<file path="src/rtl/lsps_pkg.sv">
// Shared types, widths, codes and helper functions of the line-sensor PID steering unit.
// No dependencies; every other file refers to this package by scoped names.
`default_nettype none

package lsps_pkg;

  localparam int SAMPLE_BITS    = 10;
  localparam int INTEGRAL_BITS  = 13;
  localparam int THRESHOLD_BITS = 10;
  localparam int GAIN_BITS      = 16;
  localparam int SPEED_BITS     = 10;
  localparam int ERR_BITS       = 4;
  localparam int DERIV_BITS     = ERR_BITS + 1;
  localparam int MODE_BITS      = 2;
  localparam int OUT_BITS       = 16;
  localparam int FRAC_BITS      = 8;
  localparam int NUM_SENSORS    = 5;

  localparam int CMP_BITS = (SAMPLE_BITS > THRESHOLD_BITS) ? SAMPLE_BITS : THRESHOLD_BITS;

  localparam int PROD_P_BITS = GAIN_BITS + 1 + ERR_BITS;
  localparam int PROD_D_BITS = GAIN_BITS + 1 + DERIV_BITS;
  localparam int PROD_I_BITS = GAIN_BITS + 1 + INTEGRAL_BITS;
  localparam int SUM_BITS    = ((PROD_I_BITS > PROD_D_BITS) ? PROD_I_BITS : PROD_D_BITS) + 2;
  localparam int QUOT_BITS   = SUM_BITS - FRAC_BITS;
  localparam int SPD_SUM_BITS = OUT_BITS + 2;

  localparam int OUT_MAX = (1 << (OUT_BITS - 1)) - 1;
  localparam int OUT_MIN = -OUT_MAX - 1;
  localparam int INT_MAX = (1 << (INTEGRAL_BITS - 1)) - 1;
  localparam int INT_MIN = -INT_MAX - 1;

  localparam int CFG_INDEX_BITS = 3;
  localparam int CFG_DATA_BITS  = 16;

  localparam logic [CFG_INDEX_BITS-1:0] REG_THRESHOLD     = 3'd0;
  localparam logic [CFG_INDEX_BITS-1:0] REG_LINE_IS_DARK  = 3'd1;
  localparam logic [CFG_INDEX_BITS-1:0] REG_GAIN_P        = 3'd2;
  localparam logic [CFG_INDEX_BITS-1:0] REG_GAIN_I        = 3'd3;
  localparam logic [CFG_INDEX_BITS-1:0] REG_GAIN_D        = 3'd4;
  localparam logic [CFG_INDEX_BITS-1:0] REG_NOMINAL_SPEED = 3'd5;

  localparam logic [THRESHOLD_BITS-1:0] THRESHOLD_RESET = THRESHOLD_BITS'(512);
  localparam logic [GAIN_BITS-1:0]      GAIN_P_RESET    = GAIN_BITS'(256);

  typedef enum logic [MODE_BITS-1:0] {
    MODE_STOPPED = 2'd0,
    MODE_FOLLOW  = 2'd1,
    MODE_NOLINE  = 2'd2
  } mode_t;

  typedef struct packed {
    logic [THRESHOLD_BITS-1:0] threshold;
    logic                      line_is_dark;
    logic [GAIN_BITS-1:0]      gain_p;
    logic [GAIN_BITS-1:0]      gain_i;
    logic [GAIN_BITS-1:0]      gain_d;
    logic [SPEED_BITS-1:0]     nominal_speed;
  } cfg_t;

  typedef struct packed {
    logic [SAMPLE_BITS-1:0] far_left;
    logic [SAMPLE_BITS-1:0] left;
    logic [SAMPLE_BITS-1:0] center;
    logic [SAMPLE_BITS-1:0] right;
    logic [SAMPLE_BITS-1:0] far_right;
  } samples_t;

  typedef struct packed {
    logic                             hit;
    logic signed [ERR_BITS-1:0]       err;
    mode_t                            mode;
  } decode_t;

  typedef struct packed {
    logic signed [ERR_BITS-1:0]       err;
    mode_t                            mode;
    logic signed [INTEGRAL_BITS-1:0]  integ;
    logic signed [DERIV_BITS-1:0]     deriv;
  } track_t;

  typedef struct packed {
    logic signed [ERR_BITS-1:0]       err;
    mode_t                            mode;
    logic signed [OUT_BITS-1:0]       pid;
  } pid_res_t;

  // Pattern bits run from far left (MSB) to far right (LSB).
  function automatic decode_t decode_pattern(input logic [NUM_SENSORS-1:0] bits);
    decode_t d;
    d.hit  = 1'b1;
    d.err  = '0;
    d.mode = MODE_FOLLOW;
    case (bits)
      5'b00001: d.err = 4'sd4;
      5'b00011: d.err = 4'sd3;
      5'b00010: d.err = 4'sd2;
      5'b00110: d.err = 4'sd1;
      5'b00100: d.err = 4'sd0;
      5'b01100: d.err = -4'sd1;
      5'b01000: d.err = -4'sd2;
      5'b11000: d.err = -4'sd3;
      5'b10000: d.err = -4'sd4;
      5'b11111: d.mode = MODE_STOPPED;
      5'b00000: d.mode = MODE_NOLINE;
      default:  d.hit = 1'b0;
    endcase
    return d;
  endfunction

  function automatic logic signed [OUT_BITS-1:0] sat_out(
    input logic signed [SPD_SUM_BITS-1:0] v
  );
    logic signed [OUT_BITS-1:0] r;
    if (v > SPD_SUM_BITS'(OUT_MAX)) begin
      r = OUT_BITS'(OUT_MAX);
    end else if (v < SPD_SUM_BITS'(OUT_MIN)) begin
      r = OUT_BITS'(OUT_MIN);
    end else begin
      r = v[OUT_BITS-1:0];
    end
    return r;
  endfunction

endpackage

`default_nettype wire

</file>
<file path="src/rtl/lsps_sample_if.sv">
// Input channel carrying the five line-sensor samples of one control tick.
// Depends on lsps_pkg for the sample width.
`default_nettype none

interface lsps_sample_if;
  logic                             valid;
  logic                             ready;
  logic [lsps_pkg::SAMPLE_BITS-1:0] sample_far_left;
  logic [lsps_pkg::SAMPLE_BITS-1:0] sample_left;
  logic [lsps_pkg::SAMPLE_BITS-1:0] sample_center;
  logic [lsps_pkg::SAMPLE_BITS-1:0] sample_right;
  logic [lsps_pkg::SAMPLE_BITS-1:0] sample_far_right;

  modport source (
    output valid, sample_far_left, sample_left, sample_center, sample_right,
           sample_far_right,
    input  ready
  );
  modport sink (
    input  valid, sample_far_left, sample_left, sample_center, sample_right,
           sample_far_right,
    output ready
  );
endinterface

`default_nettype wire

</file>
<file path="src/rtl/lsps_result_if.sv">
// Output channel carrying one steering result per control tick.
// Depends on lsps_pkg for the field widths.
`default_nettype none

interface lsps_result_if;
  logic                                  valid;
  logic                                  ready;
  logic signed [lsps_pkg::ERR_BITS-1:0]  position_error;
  logic [lsps_pkg::MODE_BITS-1:0]        run_mode;
  logic signed [lsps_pkg::OUT_BITS-1:0]  pid_value;
  logic signed [lsps_pkg::OUT_BITS-1:0]  speed_a;
  logic signed [lsps_pkg::OUT_BITS-1:0]  speed_b;

  modport source (
    output valid, position_error, run_mode, pid_value, speed_a, speed_b,
    input  ready
  );
  modport sink (
    input  valid, position_error, run_mode, pid_value, speed_a, speed_b,
    output ready
  );
endinterface

`default_nettype wire

</file>
<file path="src/rtl/lsps_cfg_if.sv">
// Configuration write channel: register index and write data.
// Depends on lsps_pkg for the index and data widths.
`default_nettype none

interface lsps_cfg_if;
  logic                                valid;
  logic                                ready;
  logic [lsps_pkg::CFG_INDEX_BITS-1:0] index;
  logic [lsps_pkg::CFG_DATA_BITS-1:0]  data;

  modport source (output valid, index, data, input ready);
  modport sink   (input valid, index, data, output ready);
endinterface

`default_nettype wire

</file>
<file path="src/rtl/lsps_cfg.sv">
// Configuration register file of the steering unit, written through the config channel.
// Depends on lsps_pkg and lsps_cfg_if.
`default_nettype none

module lsps_cfg (
  input  wire logic     clk,
  input  wire logic     rst,
  lsps_cfg_if.sink      cfg,
  output lsps_pkg::cfg_t regs
);

  assign cfg.ready = 1'b1;

  always_ff @(posedge clk) begin
    if (rst) begin
      regs.threshold     <= lsps_pkg::THRESHOLD_RESET;
      regs.line_is_dark  <= 1'b1;
      regs.gain_p        <= lsps_pkg::GAIN_P_RESET;
      regs.gain_i        <= '0;
      regs.gain_d        <= '0;
      regs.nominal_speed <= '0;
    end else if (cfg.valid) begin
      unique case (cfg.index)
        lsps_pkg::REG_THRESHOLD: begin
          regs.threshold <= cfg.data[lsps_pkg::THRESHOLD_BITS-1:0];
        end
        lsps_pkg::REG_LINE_IS_DARK: begin
          regs.line_is_dark <= cfg.data[0];
        end
        lsps_pkg::REG_GAIN_P: begin
          regs.gain_p <= cfg.data[lsps_pkg::GAIN_BITS-1:0];
        end
        lsps_pkg::REG_GAIN_I: begin
          regs.gain_i <= cfg.data[lsps_pkg::GAIN_BITS-1:0];
        end
        lsps_pkg::REG_GAIN_D: begin
          regs.gain_d <= cfg.data[lsps_pkg::GAIN_BITS-1:0];
        end
        lsps_pkg::REG_NOMINAL_SPEED: begin
          regs.nominal_speed <= cfg.data[lsps_pkg::SPEED_BITS-1:0];
        end
        default: begin
        end
      endcase
    end
  end

endmodule

`default_nettype wire

</file>
<file path="src/rtl/lsps_front.sv">
// Input register, threshold compare, pattern decode and tracking state (mode, integral,
// last error). Depends on lsps_pkg and lsps_sample_if.
`default_nettype none

module lsps_front (
  input  wire logic        clk,
  input  wire logic        rst,
  lsps_sample_if.sink      sample,
  input  lsps_pkg::cfg_t   regs,
  output logic             trk_valid,
  input  wire logic        trk_ready,
  output lsps_pkg::track_t trk
);

  logic                                        a_valid;
  lsps_pkg::samples_t                          a_samples;
  logic                                        a_en;
  logic                                        b_en;

  lsps_pkg::mode_t                             mode_reg;
  logic signed [lsps_pkg::ERR_BITS-1:0]        last_error;
  logic signed [lsps_pkg::INTEGRAL_BITS-1:0]   error_integral;

  logic [lsps_pkg::NUM_SENSORS-1:0]            bits;
  lsps_pkg::decode_t                           dec;
  lsps_pkg::mode_t                             mode_next;
  logic signed [lsps_pkg::INTEGRAL_BITS:0]     isum;
  logic signed [lsps_pkg::INTEGRAL_BITS-1:0]   error_integral_next;
  logic signed [lsps_pkg::DERIV_BITS-1:0]      deriv;

  assign b_en         = !trk_valid || trk_ready;
  assign a_en         = !a_valid || b_en;
  assign sample.ready = a_en;

  function automatic logic line_bit(
    input logic [lsps_pkg::SAMPLE_BITS-1:0]    s,
    input logic [lsps_pkg::THRESHOLD_BITS-1:0] thr,
    input logic                                dark
  );
    logic above;
    above = lsps_pkg::CMP_BITS'(s) >= lsps_pkg::CMP_BITS'(thr);
    return ~(above ^ dark);
  endfunction

  always_comb begin
    bits[4] = line_bit(a_samples.far_left,  regs.threshold, regs.line_is_dark);
    bits[3] = line_bit(a_samples.left,      regs.threshold, regs.line_is_dark);
    bits[2] = line_bit(a_samples.center,    regs.threshold, regs.line_is_dark);
    bits[1] = line_bit(a_samples.right,     regs.threshold, regs.line_is_dark);
    bits[0] = line_bit(a_samples.far_right, regs.threshold, regs.line_is_dark);
    dec       = lsps_pkg::decode_pattern(bits);
    mode_next = dec.hit ? dec.mode : mode_reg;
    isum = (lsps_pkg::INTEGRAL_BITS + 1)'(error_integral)
         + (lsps_pkg::INTEGRAL_BITS + 1)'(dec.err);
    if (isum > (lsps_pkg::INTEGRAL_BITS + 1)'(lsps_pkg::INT_MAX)) begin
      error_integral_next = lsps_pkg::INTEGRAL_BITS'(lsps_pkg::INT_MAX);
    end else if (isum < (lsps_pkg::INTEGRAL_BITS + 1)'(lsps_pkg::INT_MIN)) begin
      error_integral_next = lsps_pkg::INTEGRAL_BITS'(lsps_pkg::INT_MIN);
    end else begin
      error_integral_next = isum[lsps_pkg::INTEGRAL_BITS-1:0];
    end
    deriv = lsps_pkg::DERIV_BITS'(dec.err) - lsps_pkg::DERIV_BITS'(last_error);
  end

  always_ff @(posedge clk) begin
    if (rst) begin
      a_valid <= 1'b0;
    end else if (a_en) begin
      a_valid <= sample.valid;
    end
    if (a_en && sample.valid) begin
      a_samples.far_left  <= sample.sample_far_left;
      a_samples.left      <= sample.sample_left;
      a_samples.center    <= sample.sample_center;
      a_samples.right     <= sample.sample_right;
      a_samples.far_right <= sample.sample_far_right;
    end
  end

  always_ff @(posedge clk) begin
    if (rst) begin
      trk_valid      <= 1'b0;
      mode_reg       <= lsps_pkg::MODE_STOPPED;
      last_error     <= '0;
      error_integral <= '0;
    end else if (b_en) begin
      trk_valid <= a_valid;
      if (a_valid) begin
        mode_reg       <= mode_next;
        last_error     <= dec.err;
        error_integral <= error_integral_next;
      end
    end
    if (b_en && a_valid) begin
      trk.err   <= dec.err;
      trk.mode  <= mode_next;
      trk.integ <= error_integral_next;
      trk.deriv <= deriv;
    end
  end

endmodule

`default_nettype wire

</file>
<file path="src/rtl/lsps_pid.sv">
// PID arithmetic: one stage of three gain products, one stage of sum, scale and saturate.
// Depends on lsps_pkg.
`default_nettype none

module lsps_pid (
  input  wire logic          clk,
  input  wire logic          rst,
  input  lsps_pkg::cfg_t     regs,
  input  wire logic          trk_valid,
  output logic               trk_ready,
  input  lsps_pkg::track_t   trk,
  output logic               pid_valid,
  input  wire logic          pid_ready,
  output lsps_pkg::pid_res_t pid_res
);

  localparam int SB = lsps_pkg::SUM_BITS;
  localparam int QB = lsps_pkg::QUOT_BITS;

  logic                                        c_valid;
  logic                                        c_en;
  logic                                        d_en;
  logic signed [lsps_pkg::ERR_BITS-1:0]        c_err;
  lsps_pkg::mode_t                             c_mode;
  logic signed [lsps_pkg::PROD_P_BITS-1:0]     prod_p;
  logic signed [lsps_pkg::PROD_I_BITS-1:0]     prod_i;
  logic signed [lsps_pkg::PROD_D_BITS-1:0]     prod_d;

  logic signed [lsps_pkg::GAIN_BITS:0]         gp;
  logic signed [lsps_pkg::GAIN_BITS:0]         gi;
  logic signed [lsps_pkg::GAIN_BITS:0]         gd;
  logic signed [lsps_pkg::PROD_P_BITS-1:0]     prod_p_next;
  logic signed [lsps_pkg::PROD_I_BITS-1:0]     prod_i_next;
  logic signed [lsps_pkg::PROD_D_BITS-1:0]     prod_d_next;

  logic signed [SB-1:0]                        sum;
  logic signed [SB-1:0]                        adj;
  logic signed [QB-1:0]                        quot;
  logic signed [lsps_pkg::OUT_BITS-1:0]        pid_next;

  assign d_en      = !pid_valid || pid_ready;
  assign c_en      = !c_valid || d_en;
  assign trk_ready = c_en;

  always_comb begin
    gp = $signed({1'b0, regs.gain_p});
    gi = $signed({1'b0, regs.gain_i});
    gd = $signed({1'b0, regs.gain_d});
    prod_p_next = gp * trk.err;
    prod_i_next = gi * trk.integ;
    prod_d_next = gd * trk.deriv;
  end

  // Division by 256 truncates toward zero: negative sums are biased before the shift.
  always_comb begin
    sum = SB'(prod_p) + SB'(prod_i) + SB'(prod_d);
    adj = sum + (sum[SB-1] ? SB'((1 << lsps_pkg::FRAC_BITS) - 1) : SB'(0));
    quot = adj[SB-1:lsps_pkg::FRAC_BITS];
    if (quot > QB'(lsps_pkg::OUT_MAX)) begin
      pid_next = lsps_pkg::OUT_BITS'(lsps_pkg::OUT_MAX);
    end else if (quot < QB'(lsps_pkg::OUT_MIN)) begin
      pid_next = lsps_pkg::OUT_BITS'(lsps_pkg::OUT_MIN);
    end else begin
      pid_next = quot[lsps_pkg::OUT_BITS-1:0];
    end
  end

  always_ff @(posedge clk) begin
    if (rst) begin
      c_valid <= 1'b0;
    end else if (c_en) begin
      c_valid <= trk_valid;
    end
    if (c_en && trk_valid) begin
      c_err  <= trk.err;
      c_mode <= trk.mode;
      prod_p <= prod_p_next;
      prod_i <= prod_i_next;
      prod_d <= prod_d_next;
    end
  end

  always_ff @(posedge clk) begin
    if (rst) begin
      pid_valid <= 1'b0;
    end else if (d_en) begin
      pid_valid <= c_valid;
    end
    if (d_en && c_valid) begin
      pid_res.err  <= c_err;
      pid_res.mode <= c_mode;
      pid_res.pid  <= pid_next;
    end
  end

endmodule

`default_nettype wire

</file>
<file path="src/rtl/lsps_out.sv">
// Motor speed stage and output register of the result channel.
// Depends on lsps_pkg and lsps_result_if.
`default_nettype none

module lsps_out (
  input  wire logic          clk,
  input  wire logic          rst,
  input  lsps_pkg::cfg_t     regs,
  input  wire logic          pid_valid,
  output logic               pid_ready,
  input  lsps_pkg::pid_res_t pid_res,
  lsps_result_if.source      result
);

  localparam int W = lsps_pkg::SPD_SUM_BITS;

  logic                                 e_en;
  logic signed [W-1:0]                  nom;
  logic signed [W-1:0]                  pid_ext;
  logic signed [lsps_pkg::OUT_BITS-1:0] speed_a_next;
  logic signed [lsps_pkg::OUT_BITS-1:0] speed_b_next;

  assign e_en      = !result.valid || result.ready;
  assign pid_ready = e_en;

  always_comb begin
    nom          = $signed(W'(regs.nominal_speed));
    pid_ext      = W'(pid_res.pid);
    speed_a_next = lsps_pkg::sat_out(nom + pid_ext);
    speed_b_next = lsps_pkg::sat_out(nom - pid_ext);
  end

  always_ff @(posedge clk) begin
    if (rst) begin
      result.valid <= 1'b0;
    end else if (e_en) begin
      result.valid <= pid_valid;
    end
    if (e_en && pid_valid) begin
      result.position_error <= pid_res.err;
      result.run_mode       <= pid_res.mode;
      result.pid_value      <= pid_res.pid;
      result.speed_a        <= speed_a_next;
      result.speed_b        <= speed_b_next;
    end
  end

endmodule

`default_nettype wire

</file>
<file path="src/rtl/line_sensor_pid_steering_unit.sv">
// Top level of the line-sensor PID steering unit: config registers, front end, PID, output.
// Depends on lsps_pkg, the three channel interfaces, lsps_cfg, lsps_front, lsps_pid, lsps_out.
//
//   Channel   Direction  Carries
//   sample    in         five sensor samples of one control tick
//   result    out        position error, run mode, PID value, two motor speeds
//   cfg       in         register index and write data, always ready
//
// One transfer is accepted per cycle while the result channel is not stalled; the result of a tick
// passes through the input register, decode/state, product, sum and output stages.
// Reset restores the register defaults and clears mode, last error and integral at once.
// Each stage has its own valid bit, so a stalled output only stops stages that are full.
`default_nettype none

module line_sensor_pid_steering_unit (
  input  wire logic     clk,
  input  wire logic     rst,
  lsps_sample_if.sink   sample,
  lsps_result_if.source result,
  lsps_cfg_if.sink      cfg
);

  lsps_pkg::cfg_t     regs;
  logic               trk_valid;
  logic               trk_ready;
  lsps_pkg::track_t   trk;
  logic               pid_valid;
  logic               pid_ready;
  lsps_pkg::pid_res_t pid_res;

  lsps_cfg u_cfg (
    .clk  (clk),
    .rst  (rst),
    .cfg  (cfg),
    .regs (regs)
  );

  lsps_front u_front (
    .clk       (clk),
    .rst       (rst),
    .sample    (sample),
    .regs      (regs),
    .trk_valid (trk_valid),
    .trk_ready (trk_ready),
    .trk       (trk)
  );

  lsps_pid u_pid (
    .clk       (clk),
    .rst       (rst),
    .regs      (regs),
    .trk_valid (trk_valid),
    .trk_ready (trk_ready),
    .trk       (trk),
    .pid_valid (pid_valid),
    .pid_ready (pid_ready),
    .pid_res   (pid_res)
  );

  lsps_out u_out (
    .clk       (clk),
    .rst       (rst),
    .regs      (regs),
    .pid_valid (pid_valid),
    .pid_ready (pid_ready),
    .pid_res   (pid_res),
    .result    (result)
  );

endmodule

`default_nettype wire
</file>
<file path="src/flat_wrapper.sv">
// flat-port wrapper written by rule: the top's interface ports become plain ports
module line_sensor_pid_steering_unit_flat 
  (clk, rst, sample_valid, sample_sample_far_left, sample_sample_left, sample_sample_center, sample_sample_right, sample_sample_far_right, sample_ready, result_valid, result_position_error, result_run_mode, result_pid_value, result_speed_a, result_speed_b, result_ready, cfg_valid, cfg_index, cfg_data, cfg_ready);
  lsps_sample_if sample_i ();
  lsps_result_if result_i ();
  lsps_cfg_if cfg_i ();
  input  wire logic clk;
  input  wire logic rst;
  input wire logic [$bits(sample_i.valid)-1:0] sample_valid;
  input wire logic [$bits(sample_i.sample_far_left)-1:0] sample_sample_far_left;
  input wire logic [$bits(sample_i.sample_left)-1:0] sample_sample_left;
  input wire logic [$bits(sample_i.sample_center)-1:0] sample_sample_center;
  input wire logic [$bits(sample_i.sample_right)-1:0] sample_sample_right;
  input wire logic [$bits(sample_i.sample_far_right)-1:0] sample_sample_far_right;
  output wire logic [$bits(sample_i.ready)-1:0] sample_ready;
  output wire logic [$bits(result_i.valid)-1:0] result_valid;
  output wire logic [$bits(result_i.position_error)-1:0] result_position_error;
  output wire logic [$bits(result_i.run_mode)-1:0] result_run_mode;
  output wire logic [$bits(result_i.pid_value)-1:0] result_pid_value;
  output wire logic [$bits(result_i.speed_a)-1:0] result_speed_a;
  output wire logic [$bits(result_i.speed_b)-1:0] result_speed_b;
  input wire logic [$bits(result_i.ready)-1:0] result_ready;
  input wire logic [$bits(cfg_i.valid)-1:0] cfg_valid;
  input wire logic [$bits(cfg_i.index)-1:0] cfg_index;
  input wire logic [$bits(cfg_i.data)-1:0] cfg_data;
  output wire logic [$bits(cfg_i.ready)-1:0] cfg_ready;
  assign sample_i.valid = sample_valid;
  assign sample_i.sample_far_left = sample_sample_far_left;
  assign sample_i.sample_left = sample_sample_left;
  assign sample_i.sample_center = sample_sample_center;
  assign sample_i.sample_right = sample_sample_right;
  assign sample_i.sample_far_right = sample_sample_far_right;
  assign sample_ready = sample_i.ready;
  assign result_valid = result_i.valid;
  assign result_position_error = result_i.position_error;
  assign result_run_mode = result_i.run_mode;
  assign result_pid_value = result_i.pid_value;
  assign result_speed_a = result_i.speed_a;
  assign result_speed_b = result_i.speed_b;
  assign result_i.ready = result_ready;
  assign cfg_i.valid = cfg_valid;
  assign cfg_i.index = cfg_index;
  assign cfg_i.data = cfg_data;
  assign cfg_ready = cfg_i.ready;
  line_sensor_pid_steering_unit u_core (.clk(clk), .rst(rst), .sample(sample_i), .result(result_i), .cfg(cfg_i));
endmodule
</file>
<file path="config.mk">
export PLATFORM = sky130hd
export DESIGN_NAME = line_sensor_pid_steering_unit_flat
export DESIGN_NICKNAME = d
export VERILOG_FILES = /design/src/rtl/lsps_pkg.sv /design/src/rtl/lsps_sample_if.sv /design/src/rtl/lsps_result_if.sv /design/src/rtl/lsps_cfg_if.sv /design/src/rtl/lsps_cfg.sv /design/src/rtl/lsps_front.sv /design/src/rtl/lsps_pid.sv /design/src/rtl/lsps_out.sv /design/src/rtl/line_sensor_pid_steering_unit.sv /design/src/flat_wrapper.sv
export SDC_FILE = /design/constraint.sdc
export NUM_CORES = 1
export LEC_CHECK = 0
export ABC_AREA = 1
export BUFFER_PORTS_ARGS = -buffer_cell sky130_fd_sc_hd__buf_2
export CORE_MARGIN = 2
export CORE_UTILIZATION = 50
export CTS_BUF_LIST = sky130_fd_sc_hd__clkbuf_16
export DETAILED_ROUTE_END_ITERATION = 6
export GPL_TIMING_DRIVEN = 1
export HOLD_SLACK_MARGIN = 0.02
export PLACE_DENSITY_LB_ADDON = 0.12
export RECOVER_POWER = 25
export SLEW_MARGIN = 20
export SYNTH_ARGS = -nofsm -noshare
export SYNTH_HDL_FRONTEND = slang
export SYNTH_SLANG_ARGS = --single-unit
</file>
<file path="constraint.sdc">
create_clock -name clk -period 7.06 [get_ports clk]
set_input_delay 1.059 -clock clk [delete_from_list [all_inputs] [get_ports clk]]
set_output_delay 1.059 -clock clk [all_outputs]
set_load 0.05 [all_outputs]
</file>
==> results.ini <==
[synthesis]
syn_avg_cell_area_um2=8.62
synth-seq-cells=322
yosysTopAreaCell=edfxtp_1
synth.distinct_cells=49
yosys_warnings=0
seq_area_frac_synth_pct=30.5
syn_nets=3973
yosysTopAreaCellShare_pct=24.0
yosys-top-cells-area=edfxtp_1 24%, fa_1 18%, ha_1 13%
synth_area_um2=28700
netlist_instances=3329

[cts]
cts_setup_buffers=0
cts_tree=built
clkTransAtPathRegs_ns=0.06
clkSinkCount=322
htreeDepth=2
insertion_delay_ns=0.56
clock-root-buffer=clkbuf_16
numCtsBuffers=38
cts_hold_buf=0
cts_buffer_depth=3

[route]
wl_mm=70.6
highest_layer=met4
first_iter_violations=1211
ant_nets=0
met2_length_mm=34.5
routedWlPerCell_um=16.7
route.detailed.drc=0
vias_per_cell=5.13
wl_met3_mm=2.80
drt-met1-wl_mm=30.9
dr_total_vias=21681
drt_first_pass_iters=7

[cells_and_area]
final_cell_mix=737 x nand2_1, 639 x inv_1, 309 x ha_1, 261 x fa_1, 259 x nor2_1
n_antenna_cell=0
nets=4087
syn2layout_area_growth_pct=9.69
fill_cells=5210
largest_reg_flops=69
final_layout_size_suffix_gt1_share_pct=8.38
utilization_pct=55.6
top_regs=u_core.u_cfg.regs x69, u_core.u_front.a_samples x50, u_core.u_pid.prod_i x30
regMostFlops=u_core.u_cfg.regs
final_common_cell=nand2_1

[power_and_ir_drop]
ir_drop_mv=0.184
power_mw=7.38
p_leak_nw=16.3
p_per_area_nw_per_um2=235

[setup_path]
cp_cell_sequence=buf_4, nand2_1, fa_1, inv_1, fa_1, inv_1, fa_1, inv_1, fa_1, fa_1, ha_1, ha_1, nand2_1, inv_1, a21oi_1, o21ai_0, a21oi_1, o21ai_0, a21boi_0, o21ai_0, a21oi_1, o21ai_0, a21oi_1, xor2_1
max_stage_delay_ns=0.54
crit_start=u_core.u_front.trk[8]
slowest_stage=fa_1
worstSetupPathType=register to register
arrival_ns=6.90
critPathLaunchType=register
reg2reg_from=u_core.u_front.trk[8]
endpoint_kind=register
worstPathRequired_ns=7.34
path_common_cell=fa_1
path_max_fanout=10

[status]
violations=capacitance limit, slew limit
outcome=finished with violations

[timing]
fin_crit_sh_pct=93.8
relSlewSlack_pct=-99.0
slew_violations=127
setup_viol=0
hold_violations=0
fmax_mhz=151
rsz0062_at_grt=no
finalCriticalPeriod_ns=6.62
hold_ws_ns=0.415
tns_ns=0
worst_pin_slew_ns=2.99
skew_ns=0.0253

[min_path]
hold_class=register to register
hold_start=u_core.u_pid.c_err[1]

[placement]
place.gp.congestion=0.934
io_buffer_count=129
dp_hpwl_mm=56.7

[global_routing]
globalRouteOverflowTotal=0
antenna_found_initial=0
grt_usage_pct=24.3
grt_pass1_vias=22177
grt_pass1_wl_mm=115
grt_max_degree=74

[floorplan]
ios=131
die_area_um2=59300
die_h_um=244
rows=87
die_w_um=244
initial_core_util_pct=50.7
core_area_um2=56600

[job]
max-cap-violations=2

==> area by class of cell <==
cell class              count  area, um2  area share, %
well taps                 756        946           3.01
repair buffers            160        872           2.77
clock buffers              38        951           3.02
flip-flops and latches    322       8740           27.8
multi-input cells        2283      17200           54.8
clock inverters            31        322           1.02
inverters                 638       2390           7.61
==> critical path, delay by kind of cell (launching register included) <==
kind,cells,cell delay [ns]
AO/OA/AOI/OAI,9,1.90
XOR/XNOR,1,0.18
adder cells (fa/ha/maj),7,3.19
flip-flops,1,0.50
buffers and inverters,5,0.43
AND/OR/NAND/NOR,2,0.16
==> cells by family after synthesis <==
logic type | share of synthesized area, %
flops | 30.5
other cells | 0.0131
simple gates | 17.3
compound gates | 7.27
buf+inv | 9.54
fa+ha+maj | 31.7
xor+xnor | 3.73
==> cells in the mapped netlist, drive strengths merged <==
| cell | count |
|---|---|
| a21oi | 174 |
| o221ai | 1 |
| xnor2 | 26 |
| o21bai | 15 |
| fa | 261 |
| nand3b | 5 |
| o21a | 1 |
| edfxtp | 229 |
| nor2 | 274 |
| a211oi | 2 |
| nor4 | 2 |
| o311ai | 1 |
| o2bb2ai | 1 |
| a31oi | 1 |
| clkbuf | 76 |
| conb | 1 |
| nand2 | 752 |
| o211ai | 4 |
| o31ai | 3 |
| and2 | 2 |
| ha | 309 |
| dfxtp | 93 |
| nand3 | 98 |
| nor3 | 23 |
| nand4 | 18 |
| a21boi | 8 |
| or2 | 30 |
| inv | 635 |
| clkinv | 3 |
| o21ai | 167 |
| xor2 | 92 |
| a21o | 11 |
| buf | 10 |
| o2111ai | 1 |
==> routing by layer <==
layer	vias up	global-route usage, %
li1	10692	-
met1	10376	31.6
met2	492	42.4
met3	121	2.37
met4	0	8.43
met5	-	0
==> power breakdown <==
| part | internal, mW | switching, mW | leakage [nW] |
|---|---|---|---|
| combinational | 1.05 | 1.97 | 12.8 |
| sequential | 2.23 | 0.121 | 2.90 |
| clock | 1.18 | 0.828 | 0.652 |
| total | 4.46 | 2.92 | 16.3 |
==> metrics by stage <==
stage          instances  setup WS [ns]  cell area (um2)
5_1_grt             4228        0.00869            31500
6_report            4228          0.440            31500
2_1_floorplan       3329          0.750            28700
3_5_place_dp        4158          0.357            30200
3_3_place_gp        4158          0.535            30200
4_1_cts             4227          0.378            31500
==> final timing paths <==
check | to | slack, ns | cells after the start
worst max-delay path | u_core.u_pid.prod_i[27] | 0.44 | 24
worst min-delay path | u_core.u_pid.pid_res[19] | 0.41 | 0
worst max register to register | u_core.u_pid.prod_i[27] | 0.44 | 24
worst min register to register | u_core.u_pid.pid_res[19] | 0.41 | 0
==> timing repair <==
action,in CTS,in global routing
hold endpoints to repair,0,0
resized for setup,0,2
setup endpoints to repair,0,3
No activity file was read; power rests on OpenSTA's default activity.
